===== src/rtl/stt_pkg.sv =====
// ----------------------------------------------------------------------------
// stt_pkg
// Shared types, constants and lookup functions of the source text tokenizer.
// ----------------------------------------------------------------------------
package stt_pkg;

	localparam int DEF_MAX_NAME_LEN  = 16;
	localparam int DEF_TABLE_ENTRIES = 64;

	localparam logic [5:0] K_ERROR = 6'd0;
	localparam logic [5:0] K_END   = 6'd15;
	localparam logic [5:0] K_DELIM = 6'd16;
	localparam logic [5:0] K_NUM   = 6'd35;
	localparam logic [5:0] K_ID    = 6'd36;
	localparam logic [5:0] K_STR   = 6'd37;

	localparam logic [1:0] E_NONE  = 2'd0;
	localparam logic [1:0] E_CHAR  = 2'd1;
	localparam logic [1:0] E_LONG  = 2'd2;
	localparam logic [1:0] E_FULL  = 2'd3;

	localparam logic [4:0] D_EQEQ  = 5'd0;
	localparam logic [4:0] D_ASSIGN = 5'd9;
	localparam logic [4:0] D_LT    = 5'd10;
	localparam logic [4:0] D_GT    = 5'd11;
	localparam logic [4:0] D_SLASH = 5'd15;
	localparam logic [4:0] D_LE    = 5'd16;
	localparam logic [4:0] D_NE    = 5'd17;
	localparam logic [4:0] D_GE    = 5'd18;

	localparam logic [7:0] CH_TAB   = 8'h09;
	localparam logic [7:0] CH_LF    = 8'h0A;
	localparam logic [7:0] CH_CR    = 8'h0D;
	localparam logic [7:0] CH_SPACE = 8'h20;
	localparam logic [7:0] CH_BANG  = 8'h21;
	localparam logic [7:0] CH_QUOTE = 8'h22;
	localparam logic [7:0] CH_STAR  = 8'h2A;
	localparam logic [7:0] CH_SLASH = 8'h2F;
	localparam logic [7:0] CH_ZERO  = 8'h30;
	localparam logic [7:0] CH_LT    = 8'h3C;
	localparam logic [7:0] CH_EQ    = 8'h3D;
	localparam logic [7:0] CH_GT    = 8'h3E;

	localparam int KW_COUNT = 14;

	typedef enum logic [3:0] {
		SC_IDLE, SC_IDENT, SC_NUM, SC_SLASH, SC_COM, SC_ENDCOM, SC_LGE, SC_NEQ, SC_STR
	} scan_state_t;

	typedef enum logic [2:0] {
		C_IDLE, C_STEP, C_NAME, C_RD, C_CMP, C_INS, C_FLUSH
	} ctrl_state_t;

	typedef enum logic [2:0] {
		NM_NONE, NM_LONG, NM_KW, NM_FOUND, NM_INS
	} name_res_t;

	typedef struct packed {
		logic [5:0]  kind;
		logic [31:0] value;
		logic [1:0]  err;
	} tok_t;

	typedef struct packed {
		logic      accept;
		logic      step;
		logic      push_mid;
		logic      push_last;
		logic      e_clr;
		logic      e_inc;
		name_res_t name_res;
	} stt_cmd_t;

	typedef struct packed {
		logic produces;
		logic has_tok;
		logic need_name;
		logic again;
		logic again_q;
		logic too_long;
		logic kw_hit;
		logic cnt_zero;
		logic cmp_hit;
		logic e_last;
		logic hold_vld;
		logic out_free;
	} stt_sts_t;

	function automatic logic is_alpha(input logic [7:0] c);
		return (c >= 8'h61 && c <= 8'h7A) || (c >= 8'h41 && c <= 8'h5A);
	endfunction

	function automatic logic is_digit(input logic [7:0] c);
		return c >= 8'h30 && c <= 8'h39;
	endfunction

	// Returns {valid, index} of a one-character delimiter.
	function automatic logic [5:0] single_delim(input logic [7:0] c);
		case (c)
			8'h25: return {1'b1, 5'd1};
			8'h3B: return {1'b1, 5'd2};
			8'h2C: return {1'b1, 5'd3};
			8'h7B: return {1'b1, 5'd4};
			8'h7D: return {1'b1, 5'd5};
			8'h28: return {1'b1, 5'd6};
			8'h29: return {1'b1, 5'd7};
			8'h2B: return {1'b1, 5'd12};
			8'h2D: return {1'b1, 5'd13};
			8'h2A: return {1'b1, 5'd14};
			default: return 6'd0;
		endcase
	endfunction

	function automatic logic [3:0] kw_len(input int k);
		case (k)
			1: return 4'd3;
			2: return 4'd7;
			3: return 4'd4;
			4: return 4'd2;
			5: return 4'd5;
			6: return 4'd3;
			7: return 4'd3;
			8: return 4'd2;
			9: return 4'd7;
			10: return 4'd4;
			11: return 4'd4;
			12: return 4'd6;
			13: return 4'd5;
			14: return 4'd8;
			default: return 4'd0;
		endcase
	endfunction

	function automatic logic [63:0] kw_word(input int k);
		case (k)
			1: return 64'("and");
			2: return 64'("boolean");
			3: return 64'("else");
			4: return 64'("if");
			5: return 64'("false");
			6: return 64'("int");
			7: return 64'("not");
			8: return 64'("or");
			9: return 64'("program");
			10: return 64'("read");
			11: return 64'("true");
			12: return 64'("string");
			13: return 64'("write");
			14: return 64'("continue");
			default: return 64'd0;
		endcase
	endfunction

	// Character i of keyword k, counted from its first letter.
	function automatic logic [7:0] kw_char(input int k, input int i);
		logic [63:0] w;
		int          sh;
		w  = kw_word(k);
		sh = (int'(kw_len(k)) - 1 - i) * 8;
		if (sh < 0) begin
			return 8'd0;
		end
		return w[sh +: 8];
	endfunction

endpackage


===== src/rtl/stt_ctrl.sv =====
// ----------------------------------------------------------------------------
// stt_ctrl
// Sequencer: accepts a character, runs up to two scan passes, walks the
// name table when a name ends, and releases tokens to the output register.
// ----------------------------------------------------------------------------
module stt_ctrl (
	input  logic              clk,
	input  logic              arst_n,
	input  logic              in_valid,
	output logic              in_ready,
	input  stt_pkg::stt_sts_t sts,
	output stt_pkg::stt_cmd_t cmd
);

	stt_pkg::ctrl_state_t state_q, state_d;
	logic pass_q, pass_d;
	stt_pkg::ctrl_state_t after_name;
	logic                 after_pass;

	always_ff @(posedge clk or negedge arst_n) begin
		if (!arst_n) begin
			state_q <= stt_pkg::C_IDLE;
			pass_q  <= 1'b0;
		end else begin
			state_q <= state_d;
			pass_q  <= pass_d;
		end
	end

	always_comb begin
		after_name = (sts.again_q && !pass_q) ? stt_pkg::C_STEP : stt_pkg::C_FLUSH;
		after_pass = (sts.again_q && !pass_q) ? 1'b1 : pass_q;
		state_d    = state_q;
		pass_d     = pass_q;
		in_ready   = 1'b0;
		cmd        = '0;
		cmd.name_res = stt_pkg::NM_NONE;
		case (state_q)
			stt_pkg::C_IDLE: begin
				in_ready = 1'b1;
				if (in_valid) begin
					cmd.accept = 1'b1;
					pass_d     = 1'b0;
					state_d    = stt_pkg::C_STEP;
				end
			end
			stt_pkg::C_STEP: begin
				if (sts.hold_vld && sts.produces) begin
					cmd.push_mid = sts.out_free;
				end else begin
					cmd.step = 1'b1;
					if (sts.need_name) begin
						state_d = stt_pkg::C_NAME;
					end else if (sts.again && !pass_q) begin
						pass_d = 1'b1;
					end else begin
						state_d = stt_pkg::C_FLUSH;
					end
				end
			end
			stt_pkg::C_NAME: begin
				cmd.e_clr = 1'b1;
				if (sts.too_long) begin
					cmd.name_res = stt_pkg::NM_LONG;
					state_d      = after_name;
					pass_d       = after_pass;
				end else if (sts.kw_hit) begin
					cmd.name_res = stt_pkg::NM_KW;
					state_d      = after_name;
					pass_d       = after_pass;
				end else if (sts.cnt_zero) begin
					state_d = stt_pkg::C_INS;
				end else begin
					state_d = stt_pkg::C_RD;
				end
			end
			stt_pkg::C_RD: begin
				state_d = stt_pkg::C_CMP;
			end
			stt_pkg::C_CMP: begin
				if (sts.cmp_hit) begin
					cmd.name_res = stt_pkg::NM_FOUND;
					state_d      = after_name;
					pass_d       = after_pass;
				end else if (sts.e_last) begin
					state_d = stt_pkg::C_INS;
				end else begin
					cmd.e_inc = 1'b1;
					state_d   = stt_pkg::C_RD;
				end
			end
			stt_pkg::C_INS: begin
				cmd.name_res = stt_pkg::NM_INS;
				state_d      = after_name;
				pass_d       = after_pass;
			end
			stt_pkg::C_FLUSH: begin
				if (!sts.hold_vld) begin
					state_d = stt_pkg::C_IDLE;
				end else if (sts.out_free) begin
					cmd.push_last = 1'b1;
					state_d       = stt_pkg::C_IDLE;
				end
			end
			default: state_d = stt_pkg::C_IDLE;
		endcase
	end

	a_idle_empty: assert property (@(posedge clk) disable iff (!arst_n)
		state_q == stt_pkg::C_IDLE |-> !sts.hold_vld)
		else $error("token left behind at the end of a run");
	a_one_step_per_pass: assert property (@(posedge clk) disable iff (!arst_n)
		(cmd.step && pass_q) |=> !(cmd.step && !pass_q))
		else $error("second pass fell back to the first");
	a_accept_only_idle: assert property (@(posedge clk) disable iff (!arst_n)
		cmd.accept |=> state_q == stt_pkg::C_STEP && !pass_q)
		else $error("accepted character did not start a first pass");

endmodule


===== config.mk =====
export PLATFORM = sky130hd
export DESIGN_NAME = stt_ctrl
export DESIGN_NICKNAME = d
export VERILOG_FILES = /design/src/rtl/stt_pkg.sv /design/src/rtl/stt_ctrl.sv
export SDC_FILE = /design/constraint.sdc
export NUM_CORES = 1
export LEC_CHECK = 0
export ABC_CLOCK_PERIOD_IN_PS = 2900
export BUFFER_PORTS_ARGS = -buffer_cell sky130_fd_sc_hd__buf_2
export CORE_AREA = 8 8 52 54
export DETAILED_ROUTE_END_ITERATION = 10
export DIE_AREA = 0 0 60 62
export GPL_ROUTABILITY_DRIVEN = 0
export SKIP_CTS_REPAIR_TIMING = 1
export SYNTH_ARGS = -nofsm -noshare
export SYNTH_HDL_FRONTEND = slang
export SYNTH_SLANG_ARGS = --single-unit

===== constraint.sdc =====
create_clock -name clk -period 2.9 [get_ports clk]
set_input_delay 0 -clock clk [delete_from_list [all_inputs] [get_ports clk]]
set_output_delay 0 -clock clk [all_outputs]
set_load 0.005 [all_outputs]

==> Yosys cells after proc, flatten, opt, wreduce, memory -nomap -nowiden <==
Index checks and enable logic that the tools add are counted.
Widths: inputs -> output; s select.
{ "word_totals": {"register_bits": 4, "in_bits": 15, "out_inout_bits": 10, "elab_cells": 63} }
{ "classes": {"eq_ne": 14, "muxes": 39, "reduce_logical": 8} }
{ "ops": {"columns": ["cell", "n"], "rows": [
  ["$mux 3", 12],
  ["$pmux 3 s7", 1],
  ["$mux 1", 20],
  ["$ne 2x2->1 const B", 5],
  ["$eq 3x3->1 const B", 3],
  ["$ne 3x3->1 const B", 3],
  ["$pmux 3 s3", 1],
  ["$mux 2", 4],
  ["$reduce_and 7->1", 1],
  ["$eq 3x2->1 const B", 2],
  ["$pmux 1 s5", 1],
  ["$reduce_bool 5->1", 1],
  ["$reduce_and 4->1", 1],
  ["$eq 3x1->1 const B", 1],
  ["$logic_and 1x1->1", 3],
  ["$logic_not 3->1", 1],
  ["$logic_not 1->1", 1]
]} }

==> Logic depth before layout (Yosys ltp) <==
Gate-level depths: netlist of the first run.
{ "logic_depth": {"depth_word": 6, "depth_mapped": 6} }

==> Least setup slack after synthesis of the first run <==
OpenSTA, ideal clock, no wires.
{ "synth_timing": {"path_type": "flip-flop to flip-flop", "from": "reg pass_q", "to": "reg state_q[2]", "setup_time_ns": 0.139, "arrival_ns": 1.275, "required_ns": 2.761, "path_slack_ns": 1.486, "stages_incl_launch_ff": 5, "path_buffers": 0, "cell_sequence": "dfrtp_1 or3b_1 a311o_1 a21oi_2 a41oi_1"} }
{ "synth_via": {"elab_chain_cells": 6, "elab_cells_between_ends": 10, "classes_between": "eq/ne: 1; mux: 5; reduce/logical: 4"} }
{ "synth_rtl": {"columns": ["element", "line_no", "rtl"], "rows": [
  ["start: declaration", "stt_ctrl.sv:16", "logic pass_q, pass_d;"],
  ["start signal: assignment", "stt_ctrl.sv:26", "pass_q <= pass_d;"],
  ["$logic_not 1->1 *", "stt_ctrl.sv:31, stt_ctrl.sv:54", null],
  ["$logic_and 1x1->1", "stt_ctrl.sv:31", "after_name = (sts.again_q && !pass_q) ? stt_pkg::C_STEP : stt_pkg::C_FLUSH;"],
  ["$mux 3", "stt_ctrl.sv:31", null],
  ["$mux 3", "stt_ctrl.sv:67", "end else if (sts.kw_hit) begin"],
  ["$mux 3", "stt_ctrl.sv:63", "if (sts.too_long) begin"],
  ["$pmux 3 s7", "stt_ctrl.sv:38", "case (state_q)"],
  ["end signal: assignment", "stt_ctrl.sv:22", "state_q <= stt_pkg::C_IDLE;"],
  ["end signal: assignment", "stt_ctrl.sv:25", "state_q <= state_d;"],
  ["end: declaration", "stt_ctrl.sv:15", "stt_pkg::ctrl_state_t state_q, state_d;"]
]} }
Mark *: on every way between the ends. The rest lies on a longest branch, timed or not.
A chain may end at the register's enable or synchronous reset.

==> results of run 1 <==
## per-layer routing
metal | vias to the layer above | routed length (um)
met5 | - | 0
met4 | 0 | 17
met3 | 2 | 114
met2 | 13 | 741
met1 | 283 | 677
li1 | 323 | -
## cells in the final DEF (no fill, tap or decap), types with 2 or more instances in the layout
cell and n:
dfrtp_1 4, nand2_1 12, buf_2 23, inv_1 4
o21ai_0 5, clkbuf_4 3, or2_2 3, nor3_1 3
nand2b_1 2, nor2_1 6, a21oi_1 6, nor4_1 2
## power by group through the flow
stage,Sequential [mW],Combinational (mW),Clock [mW]
finish,0.173,0.315,0.0724
CTS,0.173,0.318,0.0762
global placement,0.171,0.311,0
floorplan,0.0956,0.333,0
detailed placement,0.174,0.318,0
global route,0.184,0.359,0.0777
## final timing paths
check                                            start                endpoint  slack [ps]  cells after the start
worst min-delay path                            sts[4]  state_q[1]$_DFFE_PN0P_          40                      4
worst min register to register      pass_q$_DFFE_PN0P_      pass_q$_DFFE_PN0P_         510                      2
worst max register to register  state_q[2]$_DFFE_PN0P_      pass_q$_DFFE_PN0P_        1220                      4
min in group asynchronous                       arst_n      pass_q$_DFFE_PN0P_          80                      2
max in group asynchronous                       arst_n  state_q[0]$_DFFE_PN0P_        2700                      2
worst max-delay path            state_q[2]$_DFFE_PN0P_                  cmd[3]        1210                      3
## sequential cells by signal (all words and copies together), names as in the netlist
name / flops
pass_q: 1
state_q: 3
## logic make-up after synthesis
group | count (synthesis) | share of synthesized area
flops | 4 | 0.1839
compound gates | 23 | 0.2897
buf+inv | 9 | 0.1080
simple gates | 41 | 0.4184
## metrics by stage
step	area (um2)	std cells
floorplan	544.3	77
global placement	649.4	122
finish	681.9	126
detailed placement	649.4	122
CTS	671.9	125
global route	681.9	126
## final cells by class
type | count | area [um2] | area share
clock buffers | 3 | 22.52 | 0.03303
repair buffers | 24 | 125.1 | 0.1835
inverters | 4 | 15.01 | 0.02202
multi-input cells | 64 | 385.4 | 0.5651
flip-flops and latches | 4 | 100.1 | 0.1468
well taps | 27 | 33.78 | 0.04954
## worst min-delay path, stage by stage
cell	delay, ps
buf_2	90
nand2_1	40
nand2_1	60
a21oi_1	50
==> flow_summary.yaml, run 1 <==
timing:
  tightest_slew_ps: 653.4
  tns_ps: 0
  maxSlewHeadroom: 0.5644
  layout_setup_ws_ps: 1212
  drv_slew: 0
  min_period_over_period: 0.5821
  setup_viol: 0
  timing_hold_violations_final: 0
  finClkSkew_ps: 4.993
  rsz0062_at_grt: "false"
  clock.fmax_mhz: 592.3
  period_minus_slack_ps: 1688
  hold_ws_ps: 41.09
cts:
  clk_pin_slew_ps: 40
  cts_buffers: 3
  cts_root_buf: "clkbuf_4"
  htree_levels: 1
  worstSkewPairLatency_ps: 240
  cts_tree: "yes"
  clock_path_buffers: 2
  cts_sinks: 4
flow_run:
  drv_cap: 0
logic_synthesis:
  ys_top_cells_by_area: "dfrtp_1 (18%), nand2_1 (8.3%), buf_6 (6.2%)"
  synth_cells: 77
  synth_seq_cells: 4
  synth-main-ff-cell: "dfrtp_1"
  synth-edff-count: 0
  ys_seq_area_frac: 0.1839
  synth_cell_types: 37
  synth_top_area_share: 0.1839
  synthTopCellsByCount: "nand2_1 (12), a21oi_1 (6), nor2_1 (6), o21ai_0 (5)"
  ys_warn_count: 0
  yosys.area.top_type: "dfrtp_1"
  netlist_area_um2: 544.3
  syn_avg_cell_area_um2: 7.068
  yosysMostFrequentCell: "nand2_1"
  async_flop_share: 1.000
  syn_nets: 92
detailed_routing:
  viasPerCell: 4.929
  wl_per_cell_um: 12.30
  drc: 0
  drtPass1Iterations: 4
  drt-total-wl_um: 1550
  via_count: 621
  ant_nets: 0
  drt_iter0_markers: 19
pwr:
  power_frac_comb: 0.562
  seqPwrFrac: 0.309
  swShare: 0.4848
  power.total_mw: 0.5603
  peakVddDrop_v: 0.0002483
  power_frac_clock: 0.129
  cellInternalPower_mw: 0.2887
  p_per_area_mw_per_mm2: 821.7
  p_switching_mw: 0.2716
  leakage_nw: 0.3204
setup_path:
  cp_slowest_stage_delay_ps: 750
  cp_num_buf_inv: 1
  crit_arrival_ps: 1690
  crit_fanout: 22
  slowest_stage: "dfrtp_1"
  crit_family: "flip-flops"
  cp.required_ps: 2900
  crit_type: "reg -> out"
  path_cells: "nand2b_1 -> nor4_1 -> buf_2"
  cp-end-kind: "primary output"
  start_kind: "register"
outcome:
  outcome: "finished clean"
layout:
  postLayoutCoreUtil: 0.3586
  n_fill_cell: 232
  drive_above_1_share: 0.3333
  syn_to_final_growth_pct: 25.29
  finalNetCount: 116
  antennaDiodeCount: 0
die:
  die_h_um: 62
  placementRows: 16
  die_w_um: 60
  die_area_mm2: 0.003720
  core_area_mm2: 0.001902
  ios: 25
  initial_core_util: 0.2862
grt:
  grt_pass1_vias: 593
  use_met3: 0.02675
  antenna_found_initial: 0
  grt_max_degree: 23
  grt_busiest_layer: "met2"
  use_met2: 0.1446
  met1_usage: 0.1016
  grt_remaining_overflow: 0
  grt_pass1_wl_um: 2553
  grt.total_usage: 0.09021
place:
  hpwlAfterDp_um: 1228
  pre_cts_slack_ps: 1205
  port_buffers: 23
min_path:
  hp-class: "in -> reg"
Power figures use the tool's default switching activity.
==> run 2: changes to the inputs <==
--- a/config.mk
+++ b/config.mk
@@ -5,7 +5,7 @@
 export SDC_FILE = /design/constraint.sdc
 export NUM_CORES = 1
 export LEC_CHECK = 0
-export ABC_CLOCK_PERIOD_IN_PS = 2900
+export ABC_CLOCK_PERIOD_IN_PS = 1700
 export BUFFER_PORTS_ARGS = -buffer_cell sky130_fd_sc_hd__buf_2
 export CORE_AREA = 8 8 52 54
 export DETAILED_ROUTE_END_ITERATION = 10
==> constraint.sdc (replaced) <==
create_clock -name clk -period 1.7 [get_ports clk]
set_input_delay 0 -clock clk [delete_from_list [all_inputs] [get_ports clk]]
set_output_delay 0 -clock clk [all_outputs]
set_load 0.005 [all_outputs]
==> run 2 against run 1 <==
Compared with the run above: largest cell class unchanged; cell count is 2.4% higher; highest routed layer is now met3; cell area is 3.3% higher; sequential share of layout area is 0.47 points lower; critical path depth is 1 higher; wire length is 0.32% lower; utilization is 1.2 points higher; register-to-register slack worse by 1000 ps; non-clock buffer count is 3 higher; sequential cell count stayed put; die area stayed put; via count is 1.8% higher; combinational power is 100% higher.
==> flow_summary.yaml, run 2 (synthesized netlist as in run 1, its figures left out) <==
outcome:
  outcome: "finished clean"
layout:
  final_common_cell: "buf_2"
  regMostFlops: "state_q"
  largest_reg_flops: 3
  syn_to_final_growth_pct: 29.43
  layout_common_cells: "buf_2 (23), nand2_1 (12), nor2_1 (6), a21oi_1 (6), o21ai_0 (5)"
  stdcell_count: 129
  antennaDiodeCount: 0
  drive_above_1_share: 0.3529
  reg_top3: "state_q x3, pass_q x1"
  finalNetCount: 119
pwr:
  cellInternalPower_mw: 0.5293
  p_switching_mw: 0.4619
  power_frac_comb: 0.641
  p_per_area_mw_per_mm2: 1407
  peakVddDrop_v: 0.0004020
  seqPwrFrac: 0.245
  swShare: 0.4660
  leakage_nw: 0.3357
  power_frac_clock: 0.114
place:
  port_buffers: 23
  place_inst: 125
  hpwlAfterDp_um: 1272
die:
  die_w_um: 60
  die_area_mm2: 0.003720
  initial_core_util: 0.2862
  core_area_mm2: 0.001902
  placementRows: 16
  die_h_um: 62
  ios: 25
setup_path:
  start_kind: "register"
  crit_type: "reg -> out"
  crit_fanout: 8
  cp-end-kind: "primary output"
  cp.required_ps: 1700
  crit_arrival_ps: 1570
timing:
  setup_viol: 0
  timing_hold_violations_final: 0
  min_period_over_period: 0.9212
  finClkSkew_ps: 3.125
  drv_slew: 0
  tns_ps: 0
  clock.fmax_mhz: 638.5
  maxSlewHeadroom: 0.6339
  period_minus_slack_ps: 1566
  tightest_slew_ps: 549.2
  rsz0062_at_grt: "false"
cts:
  htree_levels: 1
  cts_sinks: 4
  clk_pin_slew_ps: 40
  cts_tree: "yes"
  cts_root_buf: "clkbuf_4"
  clock_path_buffers: 2
  cts_buffers: 3
  worstSkewPairLatency_ps: 230
grt:
  grt_remaining_overflow: 0
  antenna_found_initial: 0
  grt_pass1_wl_um: 2408
  grt_max_degree: 20
  grt_pass1_vias: 565
  grt.total_usage: 0.08337
detailed_routing:
  drtPass1Iterations: 4
  drt_iter0_markers: 16
  drt-total-wl_um: 1545
  wl_per_cell_um: 11.98
  drc: 0
  via_count: 632
  viasPerCell: 4.899
  ant_nets: 0
min_path:
  hp-class: "in -> reg"
flow_run:
  drv_cap: 0
run 2: worst paths after layout:
check                                       start                      to  depth (start not counted)  slack, ps
max in group asynchronous                  arst_n  state_q[0]$_DFFE_PN0P_                          2       1480
max                        state_q[2]$_DFFE_PN0P_                  cmd[3]                          4        130
min reg2reg                    pass_q$_DFFE_PN0P_      pass_q$_DFFE_PN0P_                          2        500
max reg2reg                    pass_q$_DFFE_PN0P_  state_q[2]$_DFFE_PN0P_                          4        190
min in group asynchronous                  arst_n      pass_q$_DFFE_PN0P_                          2        100
min                                        sts[4]  state_q[1]$_DFFE_PN0P_                          4         50
run 2: per-stage QoR:
step / util / hold WS, ps / setup slack [ps] / cell area, um2 / power, mW
6_report: 0.3704 / 51.67 / 133.9 / 704.4 / 0.9912
5_1_grt: 0.3704 / 74.57 / 22.56 / 704.4 / 1.102
4_1_cts: 0.3651 / -441.6 / 141.8 / 694.4 / 1.001
3_5_place_dp: 0.3533 / -192.6 / 189.8 / 671.9 / 0.8805
3_3_place_gp: 0.3533 / -195.6 / 219.2 / 671.9 / 0.8682
2_1_floorplan: - / -295.6 / 286.2 / 544.3 / 0.7318
run 2: power groups by stage:
stage / combinational, mW / clock, mW / sequential (mW)
6_report: 0.636 / 0.113 / 0.243
5_1_grt: 0.717 / 0.130 / 0.255
4_1_cts: 0.639 / 0.120 / 0.243
3_5_place_dp: 0.637 / 0 / 0.244
3_3_place_gp: 0.627 / 0 / 0.241
2_1_floorplan: 0.569 / 0 / 0.163
run 2: final cells by class:
type	instances	area (um2)
Multi-Input combinational cell	64	385.4
Clock buffer	3	22.52
Timing Repair Buffer	27	147.6
Sequential cell	4	100.1
Fill cell	221	1197
Tap cell	27	33.78
Inverter	4	15.01
run 2: worst max-delay path, stage by stage (launching register included):
cell	delay [ps]
dfrtp_1	490
buf_4	200
nand2b_1	70
nor4_1	370
buf_2	200
run 2: routing by layer:
metal | GRT usage | wire length, um
met1 | 0.09685 | 685
met4 | 0.03061 | 0
met3 | 0.02675 | 109
met2 | 0.1400 | 750
met5 | 0 | 0
==> run 3: changes to the inputs <==
--- a/config.mk
+++ b/config.mk
@@ -7,10 +7,11 @@
 export LEC_CHECK = 0
 export ABC_CLOCK_PERIOD_IN_PS = 1700
 export BUFFER_PORTS_ARGS = -buffer_cell sky130_fd_sc_hd__buf_2
-export CORE_AREA = 8 8 52 54
+export CORE_AREA = 8 8 46 48
 export DETAILED_ROUTE_END_ITERATION = 10
-export DIE_AREA = 0 0 60 62
+export DIE_AREA = 0 0 54 56
 export GPL_ROUTABILITY_DRIVEN = 0
+export PLACE_DENSITY = 0.68
 export SKIP_CTS_REPAIR_TIMING = 1
 export SYNTH_ARGS = -nofsm -noshare
 export SYNTH_HDL_FRONTEND = slang
==> run 3 against run 2 <==
Compared with the run above: highest routed layer unchanged; clock skew shrank 1.0 ps; register-to-register slack lost 20 ps; critical path type unchanged; critical path depth is the same; count of clock-buffer cells in the layout is the same; setup slack lost 6.2 ps; utilization grew 11 points; global-route usage grew 1.6 points; non-clock buffer count is the same; total power grew 0.97%.
==> flow_summary.yaml, run 3 (synthesized netlist as in run 1, its figures left out) <==
outcome:
  outcome: "finished clean"
die:
  ios: 25
  initial_core_util: 0.3789
  core_area_mm2: 0.001436
  placementRows: 14
  die_w_um: 54
  die_area_mm2: 0.003024
  die_h_um: 56
layout:
  layout_common_cells: "buf_2 (23), nand2_1 (12), nor2_1 (6), a21oi_1 (6), o21ai_0 (5)"
  reg_top3: "state_q x3, pass_q x1"
  finalNetCount: 119
  antennaDiodeCount: 0
  drive_above_1_share: 0.3529
  final_common_cell: "buf_2"
  largest_reg_flops: 3
  n_fill_cell: 159
  regMostFlops: "state_q"
  syn_to_final_growth_pct: 26.90
  postLayoutCoreUtil: 0.4808
min_path:
  hp-class: "in -> reg"
  min-delay-start: "sts[4]"
  holdPathStages: 4
setup_path:
  reg2reg_slack_ps: 170
  path_cells: "buf_4 -> nand2b_1 -> nor4_1 -> buf_2"
  crit_cells: 4
  crit_path_end: "cmd[3]"
  rr_startpoint: "state_q[2]$_DFFE_PN0P_"
  cp_slowest_stage_delay_ps: 470
  startpoint: "state_q[2]$_DFFE_PN0P_"
  crit_fanout: 16
  crit_arrival_ps: 1570
  cp.required_ps: 1700
  crit_type: "reg -> out"
  start_kind: "register"
  cp-end-kind: "primary output"
  cp_num_buf_inv: 2
  crit_family: "flip-flops"
  rr_worst_depth: 5
  slowest_stage: "dfrtp_1"
  r2r-end: "state_q[1]$_DFFE_PN0P_"
cts:
  cts_tree: "yes"
  cts_buffers: 3
  htree_levels: 1
  cts_sinks: 4
  cts_root_buf: "clkbuf_4"
  worstSkewPairLatency_ps: 230
  clock_path_buffers: 2
  clk_pin_slew_ps: 40
place:
  port_buffers: 23
  hpwlAfterDp_um: 1276
timing:
  finClkSkew_ps: 2.100
  maxSlewHeadroom: 0.6257
  drv_slew: 0
  hold_ws_ps: 91.22
  min_period_over_period: 0.9249
  timing_hold_violations_final: 0
  clock.fmax_mhz: 636.0
  tns_ps: 0
  rsz0062_at_grt: "false"
  period_minus_slack_ps: 1572
  setup_viol: 0
  tightest_slew_ps: 561.4
detailed_routing:
  ant_nets: 0
  drtPass1Iterations: 4
  drt_iter0_markers: 9
  viasPerCell: 5.534
  drc: 0
  wl_per_cell_um: 13.53
  via_count: 653
  drt-total-wl_um: 1596
pwr:
  leakage_nw: 0.3359
  p_per_area_mw_per_mm2: 1449
  peakVddDrop_v: 0.0003900
grt:
  grt_pass1_wl_um: 2463
  grt.total_usage: 0.09975
  grt_remaining_overflow: 0
  antenna_found_initial: 0
  grt_pass1_vias: 617
  grt_max_degree: 20
flow_run:
  drv_cap: 0
==> run 3: cell counts in the layout (fill, tap and decap cells not counted) <==
Identical to the previous run, type by type.
==> run 3: layout make-up <==
type / instances / area [um2] / area share
multi-input cells: 64 / 385.4 / 0.5580
inverters: 4 / 15.01 / 0.02174
well taps: 16 / 20.02 / 0.02899
repair buffers: 27 / 147.6 / 0.2138
flip-flops and latches: 4 / 100.1 / 0.1449
clock buffers: 3 / 22.52 / 0.03261
==> run 3: worst reg2reg max path: stages, from the launching register on <==
cell and delay [ps]:
dfrtp_1 470, buf_4 250, nand2b_1 100, nor4_1 330, nor3_1 110, a21oi_1 180
==> run 3: metrics by stage <==
step / cells / area (um2) / power [mW] / worst slack (ps)
2_1_floorplan: 77 / 544.3 / 0.7318 / 286.2
3_3_place_gp: 114 / 658.1 / 0.8639 / 208.4
6_report: 118 / 690.7 / 1.001 / 127.7
5_1_grt: 118 / 690.7 / 1.092 / 39.98
3_5_place_dp: 114 / 658.1 / 0.8848 / 196.7
4_1_cts: 117 / 680.7 / 1.000 / 152.5
==> run 3: routing by layer <==
metal	vias up	global-route usage	share of wire
met4	0	0.03521	0
met5	-	0	0
met1	312	0.1036	0.42
li1	326	-	-
met2	15	0.1857	0.54
met3	0	0.01604	0.047
==> run 3: how the worst min path moves through the flow <==
stage and end:
2_1_floorplan pass_q$_DFFE_PN0P_, 3_3_place_gp pass_q$_DFFE_PN0P_, 3_5_place_dp pass_q$_DFFE_PN0P_, 4_1_cts state_q[1]$_DFFE_PN0P_, 5_1_grt state_q[1]$_DFFE_PN0P_, 6_report state_q[1]$_DFFE_PN0P_
==> run 3: report_power, final <==
group	leakage, nW	internal (mW)	total [mW]	switching, mW
clock network	0.0138	0.0786	0.112	0.0336
registers	0.0480	0.140	0.251	0.111
logic	0.274	0.308	0.637	0.329
total	0.336	0.527	1.00	0.474
